==> src/sv/sbs_pkg.sv <==
// Shared constants for the segment box slab test.
package sbs_pkg;
   localparam int COORD_BITS_DEF = 32;
   localparam int FRACTION_BITS_DEF = 16;
   localparam int AXES = 3;
   localparam int ENTRY_BITS = 17;
   localparam int REG_IDX_BITS = 3;
   localparam logic [REG_IDX_BITS-1:0] REG_MIN_X = 3'd0;
   localparam logic [REG_IDX_BITS-1:0] REG_MIN_Y = 3'd1;
   localparam logic [REG_IDX_BITS-1:0] REG_MIN_Z = 3'd2;
   localparam logic [REG_IDX_BITS-1:0] REG_MAX_X = 3'd3;
   localparam logic [REG_IDX_BITS-1:0] REG_MAX_Y = 3'd4;
   localparam logic [REG_IDX_BITS-1:0] REG_MAX_Z = 3'd5;
endpackage

==> src/sv/sbs_axis_setup.sv <==
// Per-axis slab classification: reject flag, divide flags, numerators and divisor.
module sbs_axis_setup #(
   parameter int COORD_BITS = sbs_pkg::COORD_BITS_DEF
) (
   input  logic signed [COORD_BITS-1:0] s,
   input  logic signed [COORD_BITS-1:0] e,
   input  logic signed [COORD_BITS-1:0] lo,
   input  logic signed [COORD_BITS-1:0] hi,
   output logic                         reject,
   output logic                         in_div,
   output logic                         out_div,
   output logic [COORD_BITS:0]          num_in,
   output logic [COORD_BITS:0]          num_out,
   output logic [COORD_BITS:0]          den
);
   logic signed [COORD_BITS:0] d, dl, dh;
   logic [COORD_BITS:0] ml, mh;
   logic up;

   always_comb begin
      d  = {e[COORD_BITS-1], e} - {s[COORD_BITS-1], s};
      dl = {lo[COORD_BITS-1], lo} - {s[COORD_BITS-1], s};
      dh = {hi[COORD_BITS-1], hi} - {s[COORD_BITS-1], s};
      ml = dl[COORD_BITS] ? -dl : dl;
      mh = dh[COORD_BITS] ? -dh : dh;
      den = d[COORD_BITS] ? -d : d;
      up = s < e;
      if (up) begin
         reject  = (s > hi) || (e < lo);
         in_div  = s < lo;
         out_div = e > hi;
         num_in  = ml;
         num_out = mh;
      end else begin
         reject  = (e > hi) || (s < lo);
         in_div  = s > hi;
         out_div = e < lo;
         num_in  = mh;
         num_out = ml;
      end
   end
endmodule

==> config.mk <==
export PLATFORM = sky130hd
export DESIGN_NAME = sbs_axis_setup
export DESIGN_NICKNAME = d
export VERILOG_FILES = /design/src/sv/sbs_pkg.sv /design/src/sv/sbs_axis_setup.sv
export SDC_FILE = /design/constraint.sdc
export NUM_CORES = 1
export LEC_CHECK = 0
export BUFFER_PORTS_ARGS = -buffer_cell sky130_fd_sc_hd__buf_2
export CAP_MARGIN = 20
export CORE_MARGIN = 2
export CORE_UTILIZATION = 53
export DETAILED_ROUTE_END_ITERATION = 12
export PLACE_DENSITY = 0.92
export SKIP_LAST_GASP = 1
export SYNTH_ARGS = -nofsm -noshare
export SYNTH_HDL_FRONTEND = slang
export SYNTH_SLANG_ARGS = --single-unit
==> constraint.sdc <==
create_clock -name vclk -period 4.3
set_input_delay 0.43 -clock vclk [all_inputs]
set_output_delay 0.43 -clock vclk [all_outputs]
set_load 0.03 [all_outputs]
==> metrics.md, run 1 <==
| Metric | Value |
|---|---|
| First error | `[ERROR GRT-0232] Routing congestion too high. Check the congestion heatmap in the GUI.` |
| Cell variety after synth | `80` |
| Die Y | `145 um` |
| Yosys top cell area share | `19.3%` |
| Syn_nets | `1852` |
| Port buffer count | `230` |
| Largest net degree at the start of global routing | `33` |
| Site Rows | `51` |
| Yosys top cell by area | `ha_1` |
| Placed cell area | `14700 um2` |
| Die width | `145 um` |
| Top-count cell post-synth | `ha_1` |
| Status | `aborted with a tool error` |
| Hpwl dp | `37100 um` |
| Mean post-synth cell area | `6.82 um2` |
| Worst-path end type | `primary output` |
| Crit. endpoint post-GRT repair | `num_in[31]` |
| Initial Util | `54.3%` |
| Sequential area share after synthesis | `0%` |
| Placed Instances | `2339` |
| GRT Resource Usage Total | `66.6%` |
| Synth Instances | `1557` |
| Synth Warn # | `0` |
| Synth area leaders | `ha_1, xnor2_1, a21oi_1` |
| Grt total ovfl | `2` |
| Initial antenna violation count | `16` |
| Place WS | `-502 ps` |
| Failing step | `global routing` |
| Most common library cells after synthesis | `ha_1, a21oi_1, nor2_1, inv_1, nand2_1` |
| I/O Pins | `230` |
| Post-Syn Area | `10600 um2` |
| RD Place Congestion | `1.09` |
timing repair:
item | 4_1_cts
gates cloned | 0
hold buffers | 0
buffers inserted | 15
setup endpoints to repair | 95
pin swaps | 45
gates resized for setup | 153
cells by family after synthesis:
family | after synthesis | synth area share (%)
xor gates and xnor gates | 159 | 13.1
AOI/OAI and AO/OA | 489 | 29.8
buffers and inverters | 177 | 6.40
adders and majority gates | 167 | 19.9
and+or+nand+nor | 492 | 23.8
muxes | 73 | 6.92
layer usage:
layer	track usage (%)	overflow
met1	63.3	0
met2	84.0	1
met3	56.9	0
met4	64.0	0
met5	23.0	1
stage by stage:
stage | util (%) | setup TNS [ps]
2_1_floorplan | - | -494
4_1_cts | 79.1 | -702
3_3_place_gp | 75.1 | -5680
3_5_place_dp | 75.1 | -14870
==> inputs of run 2 (changes only) <==
- CORE_UTILIZATION: 53 -> 40
- PLACE_DENSITY: 0.92 -> not set
- PLACE_DENSITY_LB_ADDON: not set -> 0.15
- clock period: 4.3 -> 5.6 ns (I/O delays scaled with it)
==> metrics.md, run 2 <==
| Metric | Value |
|---|---|
| Syn_nets | `1852` |
| Synth-to-layout area growth | `15.4%` |
| DR vias | `12201` |
| Drt drc | `0` |
| NetSw | `0.00169 W` |
| Die Y | `167 um` |
| Synth Warn # | `0` |
| Type of origin of the critical path | `primary input` |
| GR peak layer | `met2` |
| Vias in the first global route | `11301` |
| Crit path DAT | `4800 ps` |
| Initial antenna violation count | `3` |
| Min-Delay Path Class | `primary input to primary output` |
| Drt pass-1 iters | `5` |
| Synth area leaders | `ha_1, xnor2_1, a21oi_1` |
| Post-Syn Area | `10600 um2` |
| WP data required | `5040 ps` |
| Placed Instances | `2100` |
| Global-route wire length before repair | `59800 um` |
| Hold Violations, Final | `0` |
| Slew margin rel. | `41.1%` |
| Unrepaired setup endpoints after global routing | `false` |
| Hold buffers post-CTS | `0` |
| ANT nets after route | `0` |
| Beginning of the worst hold path | `s[0]` |
| Power share of the clock group | `0%` |
| Leakage | `6.08 nW` |
| FMAX | `186 MHz` |
| FFs & Latches | `0` |
| Setup crit end kind | `primary output` |
| Final wirelength | `38600 um` |
| Period utilization | `95.8%` |
| RD Place Congestion | `0.951` |
| Synth Instances | `1557` |
| Cell Count, Final, Fillers Out | `2102` |
| Die width | `167 um` |
| Sequential area share after synthesis | `0%` |
| M1 GR Usage | `34.5%` |
| Kind of critical path | `primary input to primary output` |
| Layout Utilization | `47.0%` |
| Switching share of power | `65.5%` |
| Most common library cells after synthesis | `ha_1, a21oi_1, nor2_1, inv_1, nand2_1` |
| Layout cell share with drive strength beyond 1 | `17.2%` |
| I/O Pins | `230` |
| Maximum VDD drop | `0.180 mV` |
| Mean post-synth cell area | `6.82 um2` |
| Commonest non-fill, non-tap cell in the layout | `buf_2` |
| Vias per inst | `5.80` |
| Yosys top cell area share | `19.3%` |
| GRT Resource Usage Total | `26.3%` |
| Die area | `27800 um2` |
| Status | `complete, no violations` |
| CP Max Fanout | `8` |
| Iteration-0 DRC Markers | `828` |
| Site Rows | `59` |
| # clk buffers | `0` |
| Max-cap violation count | `0` |
| Nets | `2062` |
| Cell variety after synth | `80` |
| Slew @ Worst Pin | `872 ps` |
| Endpoints failing setup | `0` |
| Register Area | `0 um2` |
| Hpwl dp | `34000 um` |
| Port buffer count | `230` |
| Hold Path Sink | `den[0]` |
| Core box area | `26100 um2` |
| Seq pwr share | `0%` |
| Fin Setup TNS | `0 ps` |
| Combinational group share of total power | `100.0%` |
| Hold Crit Depth | `4` |
| Fillcell total | `2805` |
| Global-route track usage on met3 | `1.59%` |
| Initial Util | `40.7%` |
| Yosys top cell by area | `ha_1` |
| Grt total ovfl | `0` |
| Mean routed wirelength per cell | `18.4 um` |
| GR Layer Usage met2 | `47.3%` |
| Top-count cell post-synth | `ha_1` |
| Largest net degree at the start of global routing | `37` |
| Commonest non-fill, non-tap cells in the layout | `buf_2, ha_1, a21oi_1, nor2_1, inv_1` |
| PwrDens | `211 nW/um2` |
| Fin crit period | `5360 ps` |
| Int Pwr | `0.000894 W` |
| Final Max Tran Viols | `0` |
==> run 2: cell counts after synthesis <==
No cell type changed its count.
==> run 2: layout make-up <==
class,count,area (um2),share of cell area [%]
antenna,2,5.00,0.0409
multi-input combinational,1380,9970,81.4
tap,335,419,3.42
timing repair buffer,258,1370,11.2
inverter,127,477,3.89
==> run 2: worst max-delay path, stage by stage <==
cell,delay (ps)
buf_2,80
inv_1,80
ha_1,450
nand2_2,140
or4_1,570
a21o_1,220
a311oi_2,450
nor2_1,90
xor2_1,310
nand4_1,220
or3_1,440
nand3b_1,210
or4_1,530
mux2i_1,210
buf_2,230
==> run 2: worst max-delay path by stage <==
| stage | slack [ps] | cells after the start | startpoint | endpoint |
|---|---|---|---|---|
| after global routing | 7 | 16 | s[16] | num_out[31] |
| after detailed placement | 210 | 18 | e[0] | den[31] |
| after floorplan | 690 | 15 | e[0] | den[30] |
| after CTS | 180 | 18 | e[0] | den[31] |
| after global placement | 310 | 18 | e[0] | den[31] |
| final | 240 | 15 | s[12] | num_out[32] |
==> run 2: stage by stage <==
| step | hold WS, ps | power [W] | instance area (um2) | setup WS [ps] |
|---|---|---|---|---|
| 2_1_floorplan | 1410 | 0.00190 | 10600 | 693 |
| 3_3_place_gp | 1680 | 0.00257 | 12200 | 309 |
| 3_5_place_dp | 1690 | 0.00258 | 12200 | 215 |
| 4_1_cts | 1690 | 0.00259 | 12200 | 183 |
| 5_1_grt | 1720 | 0.00281 | 12200 | 6.91 |
| 6_report | 1670 | 0.00259 | 12200 | 238 |
==> run 2: cells by family after synthesis <==
group | synth area share [%]
adder cells (fa/ha/maj) | 19.9
XOR/XNOR | 13.1
buffers and inverters | 6.40
AND/OR/NAND/NOR | 23.8
multiplexers | 6.92
AO/OA/AOI/OAI | 29.8
==> run 2: what timing repair did <==
action                                  in CTS  in global routing
endpoints found under the setup margin       0                 10
buffers inserted                             0                  0
resized for setup                            0                  3
==> run 2: power by group through the flow <==
| stage | combinational [W] | clock (W) | sequential (W) |
|---|---|---|---|
| after global placement | 0.00257 | 0 | 0 |
| final | 0.00259 | 0.0000000000478 | 0 |
| after CTS | 0.00259 | 0 | 0 |
| after detailed placement | 0.00258 | 0 | 0 |
| after global routing | 0.00281 | 0 | 0 |
| after floorplan | 0.00190 | 0 | 0 |
==> run 2: layer usage <==
metal  vias up  share of wire [%]
met3        53                5.0
met2       390                 48
met5         -              0.031
met4         2                2.3
met1      5620                 45
li1       6136                  -
Note: power is estimated with default switching activity, not from simulation.
